[config.mk]
export PLATFORM = sky130hd
export DESIGN_NAME = seven_bit_frame_encoder
export DESIGN_NICKNAME = d
export VERILOG_FILES = /design/src/design/sbfe_pkg.sv /design/src/design/sbfe_front.sv /design/src/design/sbfe_queue.sv /design/src/design/sbfe_back.sv /design/src/design/seven_bit_frame_encoder.sv
export SDC_FILE = /design/constraint.sdc
export NUM_CORES = 1
export LEC_CHECK = 0
export ABC_AREA = 0
export BUFFER_PORTS_ARGS = -buffer_cell sky130_fd_sc_hd__clkbuf_2
export CAP_MARGIN = 20
export CORE_MARGIN = 1.5
export CORE_UTILIZATION = 30
export CTS_CLUSTER_SIZE = 16
export DETAILED_ROUTE_END_ITERATION = 7
export PLACE_DENSITY = 0.52
export SLEW_MARGIN = 0
export SYNTH_ARGS = -nofsm -noshare
export SYNTH_HDL_FRONTEND = slang
export SYNTH_SLANG_ARGS = --single-unit
[constraint.sdc]
create_clock -name clk_i -period 5.21 [get_ports clk_i]
set_input_delay 0.2605 -clock clk_i [delete_from_list [all_inputs] [get_ports clk_i]]
set_output_delay 0.2605 -clock clk_i [all_outputs]
set_load 0.01 [all_outputs]
[src/design/sbfe_pkg.sv]
// Shared types and constants for the seven-bit frame encoder.
// Used by sbfe_front, sbfe_queue, sbfe_back and seven_bit_frame_encoder; no dependencies.
package sbfe_pkg;

  localparam int unsigned MaxPayload = 99;
  localparam int unsigned QDepth     = 2;
  localparam int unsigned QAw        = (QDepth > 1) ? $clog2(QDepth) : 1;
  localparam int unsigned QCw        = $clog2(QDepth + 1);

  localparam logic [7:0] StartByte  = 8'h80;
  localparam logic [7:0] CloseByte  = 8'hFF;
  localparam logic [7:0] HeaderBase = 8'd13;

  // floor(x / 7) for x below 1024 as (x * Recip7) >> Recip7Shift
  localparam logic [11:0] Recip7      = 12'd2341;
  localparam int unsigned Recip7Shift = 14;

  // last result index of a header run, without and with the closing byte
  localparam logic [3:0] HdrLastIdx  = 4'd11;
  localparam logic [3:0] HdrCloseIdx = 4'd12;

  typedef enum logic [1:0] {
    JobReject = 2'd0,
    JobHeader = 2'd1,
    JobData   = 2'd2
  } job_kind_e;

  typedef struct packed {
    job_kind_e   kind;
    logic [28:0] to_addr;
    logic [27:0] from_addr;
    logic [13:0] msg_type;
    logic [7:0]  len_byte;
    logic [6:0]  grp0;
    logic [6:0]  grp1;
    logic        two_grp;
    logic        close;
    logic [3:0]  last_idx;
  } job_t;

endpackage

[src/design/sbfe_front.sv]
// Front end: accepts items, checks them against the frame state and packs payload bits.
// Depends on sbfe_pkg; pushes one job per accepted item into sbfe_queue.
module sbfe_front import sbfe_pkg::*; (
  input  logic        clk_i,
  input  logic        rst_ni,
  input  logic        cfg_we_i,
  input  logic [27:0] cfg_wdata_i,
  input  logic        accept_i,
  input  logic        mode_i,
  input  logic [28:0] to_address_i,
  input  logic [13:0] message_type_i,
  input  logic [7:0]  payload_length_i,
  input  logic [7:0]  data_byte_i,
  output job_t        job_o
);

  logic [27:0] local_addr_q;
  logic [5:0]  carry_q, carry_d;
  logic [2:0]  count_q, count_d;
  logic [6:0]  left_q, left_d;
  logic        open_q, open_d;

  logic [13:0] sum;
  logic [3:0]  cnt;
  logic        two;
  logic        last;
  logic [10:0] len_num;
  logic [22:0] len_prod;
  logic [7:0]  len_byte;

  assign sum      = 14'(carry_q) | (14'(data_byte_i) << count_q);
  assign cnt      = 4'(count_q) + 4'd8;
  assign two      = (cnt == 4'd14);
  assign last     = (left_q == 7'd1);
  assign len_num  = {payload_length_i, 3'b000} + 11'd6;
  assign len_prod = 23'(len_num) * 23'(Recip7);
  assign len_byte = HeaderBase + 8'(len_prod >> Recip7Shift);

  always_comb begin
    carry_d         = carry_q;
    count_d         = count_q;
    left_d          = left_q;
    open_d          = open_q;
    job_o           = '0;
    job_o.kind      = JobReject;
    job_o.to_addr   = to_address_i;
    job_o.from_addr = local_addr_q;
    job_o.msg_type  = message_type_i;
    job_o.len_byte  = len_byte;
    job_o.grp0      = sum[6:0];
    job_o.grp1      = sum[13:7];
    if (!mode_i) begin
      if (payload_length_i > 8'(MaxPayload)) begin
        job_o.kind = JobReject;
      end else begin
        job_o.kind     = JobHeader;
        job_o.close    = (payload_length_i == 8'd0);
        job_o.last_idx = job_o.close ? HdrCloseIdx : HdrLastIdx;
        carry_d        = '0;
        count_d        = '0;
        left_d         = payload_length_i[6:0];
        open_d         = (payload_length_i != 8'd0);
      end
    end else if (open_q && (left_q != 7'd0)) begin
      job_o.kind     = JobData;
      job_o.two_grp  = two || last;
      job_o.close    = last;
      job_o.last_idx = 4'(job_o.two_grp) + 4'(job_o.close);
      left_d         = left_q - 7'd1;
      // flush the partial group on the last byte, else keep the leftover bits
      if (two || last) begin
        carry_d = '0;
        count_d = '0;
      end else begin
        carry_d = sum[12:7];
        count_d = 3'(cnt - 4'd7);
      end
      if (last) begin
        open_d = 1'b0;
      end
    end
  end

  always_ff @(posedge clk_i or negedge rst_ni) begin
    if (!rst_ni) begin
      local_addr_q <= '0;
      carry_q      <= '0;
      count_q      <= '0;
      left_q       <= '0;
      open_q       <= 1'b0;
    end else begin
      if (cfg_we_i) begin
        local_addr_q <= cfg_wdata_i;
      end
      if (accept_i) begin
        carry_q <= carry_d;
        count_q <= count_d;
        left_q  <= left_d;
        open_q  <= open_d;
      end
    end
  end

endmodule

[src/design/sbfe_queue.sv]
// Short job queue between the front end and the byte sequencer.
// Depends on sbfe_pkg for job_t and the queue depth.
module sbfe_queue import sbfe_pkg::*; (
  input  logic clk_i,
  input  logic rst_ni,
  input  logic push_i,
  input  job_t data_i,
  output logic full_o,
  input  logic pop_i,
  output logic empty_o,
  output job_t data_o
);

  job_t           mem_q [QDepth];
  logic [QAw-1:0] wr_q, rd_q;
  logic [QCw-1:0] count_q;

  assign full_o  = (count_q == QCw'(QDepth));
  assign empty_o = (count_q == '0);
  assign data_o  = mem_q[rd_q];

  always_ff @(posedge clk_i) begin
    if (push_i) begin
      mem_q[wr_q] <= data_i;
    end
  end

  always_ff @(posedge clk_i or negedge rst_ni) begin
    if (!rst_ni) begin
      wr_q    <= '0;
      rd_q    <= '0;
      count_q <= '0;
    end else begin
      if (push_i) begin
        wr_q <= (wr_q == QAw'(QDepth - 1)) ? '0 : wr_q + QAw'(1);
      end
      if (pop_i) begin
        rd_q <= (rd_q == QAw'(QDepth - 1)) ? '0 : rd_q + QAw'(1);
      end
      if (push_i && !pop_i) begin
        count_q <= count_q + QCw'(1);
      end else if (pop_i && !push_i) begin
        count_q <= count_q - QCw'(1);
      end
    end
  end

  a_no_push_full: assert property (@(posedge clk_i) disable iff (!rst_ni)
    full_o |-> !push_i) else $error("push into full job queue");
  a_no_pop_empty: assert property (@(posedge clk_i) disable iff (!rst_ni)
    empty_o |-> !pop_i) else $error("pop from empty job queue");

endmodule

[src/design/sbfe_back.sv]
// Byte sequencer: turns the queue head job into frame bytes, one per unstalled cycle.
// Depends on sbfe_pkg; drives the registered output channel.
module sbfe_back import sbfe_pkg::*; (
  input  logic       clk_i,
  input  logic       rst_ni,
  input  logic       empty_i,
  input  job_t       job_i,
  output logic       pop_o,
  output logic       out_valid_o,
  input  logic       out_stall_i,
  output logic [7:0] tx_byte_o,
  output logic       last_of_run_o,
  output logic       end_of_frame_o,
  output logic       rejected_o
);

  logic [3:0] idx_q;
  logic       valid_q;
  logic [7:0] byte_q;
  logic       last_q, eof_q, rej_q;

  logic       fire;
  logic       at_last;
  logic [7:0] byte_d;
  logic       eof_d, rej_d;

  assign fire    = !empty_i && (!valid_q || !out_stall_i);
  assign at_last = (idx_q == job_i.last_idx);
  assign pop_o   = fire && at_last;

  always_comb begin
    byte_d = CloseByte;
    eof_d  = 1'b0;
    rej_d  = 1'b0;
    unique case (job_i.kind)
      JobHeader: begin
        unique case (idx_q)
          4'd0:    byte_d = StartByte | 8'(job_i.to_addr[28]);
          4'd1:    byte_d = {1'b0, job_i.to_addr[27:21]};
          4'd2:    byte_d = {1'b0, job_i.to_addr[20:14]};
          4'd3:    byte_d = {1'b0, job_i.to_addr[13:7]};
          4'd4:    byte_d = {1'b0, job_i.to_addr[6:0]};
          4'd5:    byte_d = {1'b0, job_i.from_addr[27:21]};
          4'd6:    byte_d = {1'b0, job_i.from_addr[20:14]};
          4'd7:    byte_d = {1'b0, job_i.from_addr[13:7]};
          4'd8:    byte_d = {1'b0, job_i.from_addr[6:0]};
          4'd9:    byte_d = {1'b0, job_i.msg_type[13:7]};
          4'd10:   byte_d = {1'b0, job_i.msg_type[6:0]};
          4'd11:   byte_d = job_i.len_byte;
          default: begin
            byte_d = CloseByte;
            eof_d  = 1'b1;
          end
        endcase
      end
      JobData: begin
        if (idx_q == 4'd0) begin
          byte_d = {1'b0, job_i.grp0};
        end else if ((idx_q == 4'd1) && job_i.two_grp) begin
          byte_d = {1'b0, job_i.grp1};
        end else begin
          byte_d = CloseByte;
          eof_d  = 1'b1;
        end
      end
      default: begin
        byte_d = '0;
        rej_d  = 1'b1;
      end
    endcase
  end

  always_ff @(posedge clk_i or negedge rst_ni) begin
    if (!rst_ni) begin
      idx_q   <= '0;
      valid_q <= 1'b0;
    end else begin
      if (fire) begin
        idx_q   <= at_last ? '0 : idx_q + 4'd1;
        valid_q <= 1'b1;
      end else if (!out_stall_i) begin
        valid_q <= 1'b0;
      end
    end
  end

  always_ff @(posedge clk_i) begin
    if (fire) begin
      byte_q <= byte_d;
      last_q <= at_last;
      eof_q  <= eof_d;
      rej_q  <= rej_d;
    end
  end

  assign out_valid_o    = valid_q;
  assign tx_byte_o      = byte_q;
  assign last_of_run_o  = last_q;
  assign end_of_frame_o = eof_q;
  assign rejected_o     = rej_q;

  a_eof_closes: assert property (@(posedge clk_i) disable iff (!rst_ni)
    (valid_q && eof_q) |-> (byte_q == CloseByte) && last_q && !rej_q)
    else $error("end of frame without closing byte");
  a_reject_single: assert property (@(posedge clk_i) disable iff (!rst_ni)
    (valid_q && rej_q) |-> (byte_q == 8'h00) && last_q)
    else $error("rejected result malformed");
  a_idx_range: assert property (@(posedge clk_i) disable iff (!rst_ni)
    idx_q <= HdrCloseIdx) else $error("sequencer index out of range");

endmodule

[src/design/seven_bit_frame_encoder.sv]
// Top level of the seven-bit frame encoder.
// Depends on sbfe_pkg, sbfe_front, sbfe_queue and sbfe_back.
//
// Usage:
//   Input channel (in_valid_i / in_stall_o): one item per accepted edge. mode_i = 0 starts a
//   frame (to_address_i, message_type_i, payload_length_i); mode_i = 1 carries one payload
//   byte in data_byte_i. A start with more than 99 payload bytes, or a data item with no open
//   frame, gives one result with rejected_o set and tx_byte_o zero.
//   Output channel (out_valid_o / out_stall_i): one frame byte per item, with last_of_run_o
//   on the final byte caused by an input item and end_of_frame_o on the closing 0xFF.
//   Config: cfg_we_i writes the 28-bit local address; write it only while the block is idle.
// Timing:
//   The front end classifies an item in the cycle it is accepted and queues one job. The
//   sequencer emits one byte per cycle while out_stall_i is low. The job is written into the
//   queue, then its first byte into the output register. A start item gives 12 or 13 bytes,
//   a data item 1 to 3. Sustained input rate is one item per result run, set by the byte
//   rate; the two-entry job queue lets the input run ahead while output drains.
// Reset: clears the frame state, the local address, the queue and the output valid flag.
// Stall: when out_stall_i holds, the output byte holds; the queue fills and then in_stall_o
//   rises until the sequencer moves again.
module seven_bit_frame_encoder import sbfe_pkg::*; (
  input  logic        clk_i,
  input  logic        rst_ni,
  input  logic        cfg_we_i,
  input  logic [27:0] cfg_wdata_i,
  input  logic        in_valid_i,
  output logic        in_stall_o,
  input  logic        mode_i,
  input  logic [28:0] to_address_i,
  input  logic [13:0] message_type_i,
  input  logic [7:0]  payload_length_i,
  input  logic [7:0]  data_byte_i,
  output logic        out_valid_o,
  input  logic        out_stall_i,
  output logic [7:0]  tx_byte_o,
  output logic        last_of_run_o,
  output logic        end_of_frame_o,
  output logic        rejected_o
);

  logic accept;
  logic q_full, q_empty, q_pop;
  job_t job_in, job_head;

  // accept whenever the job queue has room
  assign in_stall_o = q_full;
  assign accept     = in_valid_i && !q_full;

  sbfe_front u_front (
    .clk_i            (clk_i),
    .rst_ni           (rst_ni),
    .cfg_we_i         (cfg_we_i),
    .cfg_wdata_i      (cfg_wdata_i),
    .accept_i         (accept),
    .mode_i           (mode_i),
    .to_address_i     (to_address_i),
    .message_type_i   (message_type_i),
    .payload_length_i (payload_length_i),
    .data_byte_i      (data_byte_i),
    .job_o            (job_in)
  );

  sbfe_queue u_queue (
    .clk_i   (clk_i),
    .rst_ni  (rst_ni),
    .push_i  (accept),
    .data_i  (job_in),
    .full_o  (q_full),
    .pop_i   (q_pop),
    .empty_o (q_empty),
    .data_o  (job_head)
  );

  sbfe_back u_back (
    .clk_i          (clk_i),
    .rst_ni         (rst_ni),
    .empty_i        (q_empty),
    .job_i          (job_head),
    .pop_o          (q_pop),
    .out_valid_o    (out_valid_o),
    .out_stall_i    (out_stall_i),
    .tx_byte_o      (tx_byte_o),
    .last_of_run_o  (last_of_run_o),
    .end_of_frame_o (end_of_frame_o),
    .rejected_o     (rejected_o)
  );

endmodule
# [After elaboration in Yosys (flattened, before gate mapping)]
# Memories as Yosys holds them, arrays and structs flattened.
# Index checks and enable logic that the tools add are counted.
# Widths: inputs -> output; s select.
[totals] ff_bits=65 latchBits=0 mem_bits_rw=202 romBits=0 wordCells=117 mem_count=1
[mem_list] memory="u_queue.mem_q" words=2 width=101 rd=1 rd_clocked_by_memory_dff=0 wr=1 line_no="sbfe_queue.sv:14" text="job_t mem_q [QDepth];"
[classes] addsub=11 mul=1 div_mod_pow=0 magnitude_cmp=1 n_eq_ne=21 shift=1 muxes=41 bitwise_logic=1 n_reduce_logical=25
[op_table] op="$pmux 8 s12" count=1
[op_table] op="$mux 6" count=5
[op_table] op="$mul 11x12->22 const B" count=1
[op_table] op="$mux 7" count=3
[op_table] op="$eq 4x4->1 const B" count=5
[op_table] op="$eq 4x3->1 const B" count=4
[op_table] op="$mux 1" count=16
[op_table] op="$mux 8" count=2
[op_table] op="$pmux 8 s2" count=1
[op_table] op="$mux 3" count=5
[op_table] op="$or 6x14->14" count=1
[op_table] op="$shl 8x3->14" count=1
[op_table] op="$reduce_or 12->1" count=1
[op_table] op="$add 11x3->11 const B" count=1
[op_table] op="$mux 5" count=2
[op_table] op="$add 4x8->8 const A" count=1
[op_table] op="$eq 4x2->1 const B" count=2
[op_table] op="$gt 8x7->1 const B" count=1
[op_table] op="$logic_not 8->1" count=1
[op_table] op="$mux 2" count=4
[op_table] op="$reduce_bool 8->1" count=1
[op_table] op="$eq 7x1->1 const B" count=1
[op_table] op="$logic_and 1x1->1" count=7
[op_table] op="$reduce_bool 7->1" count=1
[op_table] op="other kinds (24)" count=34

# [Longest topological paths before layout]
# Gate-level depths: netlist (run 1).
[logic_depth] depth_word=7 ltp_mapped=17 depth_no_buf=17

# [Hierarchy]
# A second synthesis (run 1) with hierarchy kept.
[unflattened] cells_unflattened=968 area_unflattened_um2=13835.8
[by_module_without_submodules] mod="sbfe_queue" n_inst=1 cells_per_inst=330 area_each_um2=7797.5 seq_area_each_um2=6165.9
[by_module_without_submodules] mod="sbfe_front" n_inst=1 cells_per_inst=456 area_each_um2=4398.0 seq_area_each_um2=1126.1
[by_module_without_submodules] mod="sbfe_back" n_inst=1 cells_per_inst=181 area_each_um2=1626.6 seq_area_each_um2=455.4
[by_module_without_submodules] mod="seven_bit_frame_encoder" n_inst=1 cells_per_inst=1 area_each_um2=13.8 seq_area_each_um2=0.0

# [Least setup slack after synthesis (run 1)]
# No wires, ideal clock.
[synth_timing] path_kind="register -> register" startpoint="register u_queue.count_q[0]" endpoint="memory u_queue.mem_q[0][0] (netlist bit) (enable)" arrival_ns=4.793 required_time_ns=4.652 slack_ns=-0.141 path_stages_with_launch=4 n_path_buf=0 period_less_slack_ns=5.351 path_cell_list="dfrtp_1 -> nand2b_1 -> nand2_1 -> nor2_1"
[synth_between] elab_chain_cells=5
[synth_lines] element="from (decl)" line_no="sbfe_queue.sv:16" text="logic [QCw-1:0] count_q;"
[synth_lines] element="from (signal assigned)" line_no="sbfe_queue.sv:41" text="count_q <= count_q + QCw'(1);"
[synth_lines] element="from (signal assigned)" line_no="sbfe_queue.sv:43" text="count_q <= count_q - QCw'(1);"
[synth_lines] element="$eq 2x2->1" line_no="sbfe_queue.sv:18" text="assign full_o = (count_q == QCw'(QDepth));"
[synth_lines] element="$logic_not 1->1" line_no="seven_bit_frame_encoder.sv:47" text="assign accept = in_valid_i && !q_full;"
[synth_lines] element="$logic_and 1x1->1" line_no="seven_bit_frame_encoder.sv:47"
[synth_lines] element="$mux 1" line_no="sbfe_queue.sv:23" text="if (push_i) begin"
[synth_lines] element="$mux 1 (implied by the code)" line_no="sbfe_queue.sv:24" text="mem_q[wr_q] <= data_i;"
[synth_lines] element="to (decl)" line_no="sbfe_queue.sv:14"
# Every way passes these cells.

==> results of run 1 <==
==> power breakdown <==
group          switching, mW  leakage, nW  internal (mW)
sequential             0.322         2.61           3.03
clock                  0.830        0.503           1.35
combinational           1.54         2.94           1.01
==> metal layers <==
metal,part of all wire,global-route usage,vias to the layer above
li1,-,-,3755
met5,0.0011,0,-
met2,0.48,0.226,138
met3,0.041,0.0214,40
met4,0.020,0.0406,4
met1,0.46,0.185,3818
==> Yosys cell counts, drive strengths merged, types with 10 or more instances <==
cell type	number
nor2	37
inv	58
xnor2	14
mux2i	76
buf	15
mux2	37
dfrtp	54
or3	10
o22ai	37
fa	10
nand2	50
a21oi	32
edfxtp	209
clkbuf	17
nand3	13
o21ai	38
ha	70
==> worst register-to-register path, stage by stage (launching register included) <==
cell,delay (ns)
dfrtp_1,0.44
inv_1,0.13
ha_1,0.27
nor4_1,0.09
a21oi_1,0.57
o21ai_0,0.25
or3_1,0.47
o41ai_1,0.64
a21oi_1,0.18
==> worst paths after layout <==
path / end / slack, ns / cells past startpoint / startpoint
hold reg to reg: u_queue.mem_q[1][43] / 0.47 / 0 / u_front.local_addr_q[1]
setup / recovery: u_queue.mem_q[0][27] / 1.09 / 16 / payload_length_i[6]
min in group asynchronous: u_front.local_addr_q[7] / 0.40 / 3 / rst_ni
hold / removal: u_front.left_q[6] / 0.07 / 2 / payload_length_i[6]
max in group asynchronous: u_queue.rd_q / 4.17 / 3 / rst_ni
setup reg to reg: u_back.tx_byte_o[6] / 1.90 / 8 / u_back.idx_q[0]
==> cell type report <==
class,instances,area [um^2]
Sequential cell,263,7630
Tap cell,532,666
Clock buffer,43,828
Clock inverter,11,205
Antenna cell,1,2.50
Timing Repair Buffer,184,1340
Multi-Input combinational cell,539,4380
Fill cell,3947,25500
Inverter,60,225
==> registers in the layout, summed over array words and instances (netlist names) <==
name,flops
u_queue.count_q,2
u_queue.mem_q,198
u_front.open_q,1
u_back.idx_q,4
u_front.count_q,3
u_back.last_of_run_o,1
u_front.local_addr_q,28
u_back.out_valid_o,1
u_front.carry_q,6
u_front.left_q,7
u_back.tx_byte_o,8
u_queue.wr_q,1
u_queue.rd_q,1
u_back.end_of_frame_o,1
u_back.rejected_o,1
==> logic make-up (layout without fill, tap and decap cells) <==
| family | Yosys count | in the layout |
|---|---|---|
| AND/OR/NAND/NOR | 146 | 146 |
| multiplexers | 113 | 113 |
| adder cells (fa/ha/maj) | 80 | 80 |
| other | 0 | 1 |
| XOR/XNOR | 20 | 20 |
| buffers and inverters | 92 | 298 |
| AO/OA/AOI/OAI | 180 | 180 |
| flip-flops | 263 | 263 |
==> flow_summary.toml, run 1 <==
[global_route]
grt_max_degree = 69
grt_pass1_wl_um = 44600
grt_overflow_total = 0
antenna_found_initial = 3
track_usage = 0.137
first_global_vias = 7828

[place]
hpwl_um = 20000
gp_congestion = 0.765
dp_slack_ns = 0.504
placed_cell_area_um2 = 13500
placed_cells = 1504
io_buffer_count = 105

[sta]
slew_headroom = 0.324
tightest_slew_ns = 1.01
hold_viol_final = 0
setup_viol = 0
tns_ns = 0
worst_slack_ns = 1.09
hold_slack_ns = 0.0655
period_minus_slack_ns = 4.12
fin_skew_ns = 0.0193
drv_slew = 0
fmax_ghz = 0.243
period_share = 0.791
rsz0062_at_grt = "no"

[logic_synthesis]
synth_compound_area_frac = 0.0991
ys_seq_elements = 263
synth.area.mux_share = 0.0954
yosysWarnings = 0
synth_top_cell_by_area = "edfxtp_1"
synthAdderAreaFrac = 0.0872
syn_nets = 1067
synth_top_area_frac = 0.508
synth_top_family_by_area = "compound AO/OA/AOI/OAI gates"
syn_area_um2 = 12300
synth-edff-count = 209
synth-xor-area-share = 0.0148
seq_area_frac_synth = 0.618
postSynthAreaPerCell_um2 = 13.8
synthSimpleGateAreaFrac = 0.0570
ys_top_cells_by_area = "edfxtp_1 (51%), dfrtp_1 (11%), ha_1 (7.1%)"
async_flop_share = 0.205
ys.flop_type = "edfxtp_1"
synth_cell_types = 64
syn_inst = 894

[routing]
routed-via-count = 7755
viasPerCell = 4.75
drt_iter0_markers = 463
wl_um = 28800
drc = 0
wire_per_inst_um = 17.7
dr.pass1.iters = 5
ant_nets = 0

[clocking]
clk_path_buf_depth = 3
path_clk_slew_ns = 0.06
clock_latency_ns = 0.57
clock_sinks = 263
clockRootBuffer = "clkbuf_16"
cts_hold_buf = 73
cts_resized = 0
cts_setup_buffers = 0
numCtsBuffers = 29
cts_tree = "done"
cts_max_level = 1

[setup_path]
crit_slowest_cell = "fa_1"
cp-end-kind = "flop"
start_kind = "primary input"
worst-path-max-fanout = 7
cpLargestDelayFamily = "adder cells"
cp_cell_sequence = "clkbuf_2 -> ha_1 -> inv_1 -> fa_1 -> fa_1 -> inv_1 -> fa_1 -> ha_1 -> or3b_1 -> o221a_2 -> o211ai_4 -> xor2_2 -> a211oi_2 -> o311ai_1 -> nor3_1 -> xnor2_1"
cp_data_required_time_ns = 5.50
criticalPathCategory = "in -> reg"
arrival_ns = 4.41
slowest_delay_ns = 0.48
cp_common_cell = "fa_1"
crit_buf_inv = 3

[floorplan]
design.die.area_um2 = 42400
die_h_um = 206
initial_utilization = 0.303
num_rows = 74
die_w_um = 206
coreArea_um2 = 40700
io_pins = 106

[cells_and_area]
most-common-layout-cells = "edfxtp_1 (209), clkbuf_2 (105), mux2i_1 (76)"
area_delta_synth_final_pct = 23.7
postLayoutCellArea_um2 = 15300
stdcell_count = 1633
drive_above_1_share = 0.190
layout_commonest_cell = "edfxtp_1"
final_util = 0.375
nNetsFinal = 1250

[hold_path]
hold_class = "in -> reg"

[power_and_ir_drop]
p_leak_nw = 6.06
peakVddDrop_uv = 225
p_total_mw = 8.08
powerDensity_nw_per_um2 = 529

[flow_run]
maxCapViolCount = 0

[outcome]
outcome = "finished, final reports clean"
Power figures use the tool's default switching activity.
==> run 2: changes to the inputs <==
PLACE_DENSITY = 0.51   (was 0.52)
clock period = 4.1 ns   (was 5.21 ns; I/O delays follow)
==> flow_summary.toml, run 2 (synthesized netlist as in run 1, its figures left out) <==
[sta]
rsz0062_at_grt = "yes"
drv_slew = 0
fmax_ghz = 0.257
setup_viol = 0
period_share = 0.949
tightest_slew_ns = 0.853
period_minus_slack_ns = 3.89
slew_headroom = 0.427
fin_skew_ns = 0.0105
hold_viol_final = 0

[floorplan]
die_w_um = 206
design.die.area_um2 = 42400
coreArea_um2 = 40700
io_pins = 106
initial_utilization = 0.303
num_rows = 74
die_h_um = 206

[cells_and_area]
largest_register = "u_queue.mem_q"
postLayoutCellArea_um2 = 15500
layout_commonest_cell = "edfxtp_1"
most-common-layout-cells = "edfxtp_1 (209), clkbuf_2 (105), mux2i_1 (76)"
stdcell_count = 1669
largest_reg_flops = 198
drive_above_1_share = 0.225
antenna_cells = 0
area_delta_synth_final_pct = 26.0
nNetsFinal = 1290

[routing]
wl_um = 29300
drc = 0
dr.pass1.iters = 4
drt_iter0_markers = 426
viasPerCell = 4.71
wire_per_inst_um = 17.6
routed-via-count = 7866
ant_nets = 0

[global_route]
grt_pass1_wl_um = 45300
grt_max_degree = 100
antenna_found_initial = 1
first_global_vias = 7859
track_usage = 0.138
grt_overflow_total = 0

[clocking]
cts_max_level = 1
clk_path_buf_depth = 3
clock_latency_ns = 0.54
path_clk_slew_ns = 0.06
clock_sinks = 263
clockRootBuffer = "clkbuf_16"
numCtsBuffers = 27
cts_setup_buffers = 0
cts_tree = "done"

[power_and_ir_drop]
p_total_mw = 10.4
peakVddDrop_uv = 317
p_leak_nw = 6.23
powerDensity_nw_per_um2 = 668

[setup_path]
reg2reg_from = "u_queue.rd_q"
slowest_delay_ns = 0.44
reg2reg_depth = 6
cp.depth = 16
cp-endpoint = "u_queue.mem_q[0][27]"
cp-end-kind = "flop"
timing.rr.end = "u_back.tx_byte_o[2]"
startpoint = "payload_length_i[4]"
crit_buf_inv = 3
cp_common_cell = "fa_1"
cp_data_required_time_ns = 4.38
criticalPathCategory = "in -> reg"
cp_cell_sequence = "clkbuf_2 -> ha_1 -> inv_1 -> fa_1 -> fa_1 -> inv_1 -> fa_1 -> ha_1 -> or3b_1 -> o221a_2 -> o211ai_4 -> a41o_1 -> o211ai_2 -> o21a_1 -> nor3_2 -> xnor2_1"
arrival_ns = 4.17
crit_slowest_cell = "fa_1"
start_kind = "primary input"
reg2reg_slack_ns = 1.04
worst-path-max-fanout = 5
cpLargestDelayFamily = "adder cells"

[flow_run]
maxCapViolCount = 0

[place]
placed_cell_area_um2 = 13800
placed_cells = 1547
gp_congestion = 0.762
io_buffer_count = 105
hpwl_um = 20500

[outcome]
outcome = "finished, final reports clean"

[hold_path]
hold_class = "in -> reg"
run 2: worst min-delay path by stage:
stage,start,endpoint,cells past startpoint
after floorplan,rst_ni,u_back.idx_q[0],0
after global placement,rst_ni,u_front.local_addr_q[7],1
after detailed placement,rst_ni,u_front.local_addr_q[7],1
after CTS,payload_length_i[6],u_front.left_q[6],3
after global routing,payload_length_i[6],u_front.left_q[6],3
final,payload_length_i[6],u_front.left_q[6],3
run 2: layout make-up:
class | count | area [um^2]
clock buffer | 38 | 842
sequential | 263 | 7630
clock inverter | 11 | 113
inverter | 60 | 225
tap | 532 | 666
timing repair buffer | 226 | 1650
fill | 3905 | 25200
multi-input combinational | 539 | 4420
run 2: routing by layer:
| metal | vias to the layer above | GRT usage | routed length [um] |
|---|---|---|---|
| met2 | 133 | 0.229 | 14100 |
| met3 | 36 | 0.0224 | 1140 |
| met5 | - | 0 | 0 |
| li1 | 3837 | - | - |
| met4 | 0 | 0.0349 | 595 |
| met1 | 3860 | 0.189 | 13500 |
run 2: through the flow:
step / util / setup slack (ns) / hold slack (ns) / setup TNS (ns)
2_1_floorplan: - / 0.00195 / -0.0906 / 0
3_3_place_gp: 0.340 / -0.288 / 0.272 / -1.87
3_5_place_dp: 0.340 / -0.366 / 0.285 / -2.30
4_1_cts: 0.381 / 0.206 / 0.0316 / 0
5_1_grt: 0.382 / -0.0402 / 0.0632 / -0.0686
6_report: 0.382 / 0.207 / 0.0457 / 0
run 2: timing repair:
item,CTS,global route
resized for setup,0,4
endpoints found under the setup margin,0,4
hold buffers,73,0
endpoints found under the hold margin,139,0
run 2: worst register-to-register path: cells and delay by family (launching register included):
family | cells | cell delay (ns)
buf+inv | 1 | 0.42
flops | 1 | 0.91
mux | 1 | 0.26
simple gates | 1 | 0.40
compound gates | 3 | 0.77
run 2: power by group:
part           internal, mW  switching [mW]  total (mW)
Clock                  1.56            1.02        2.58
Combinational          1.51            2.05        3.56
Sequential             3.85           0.399        4.25
Total                  6.92            3.47        10.4
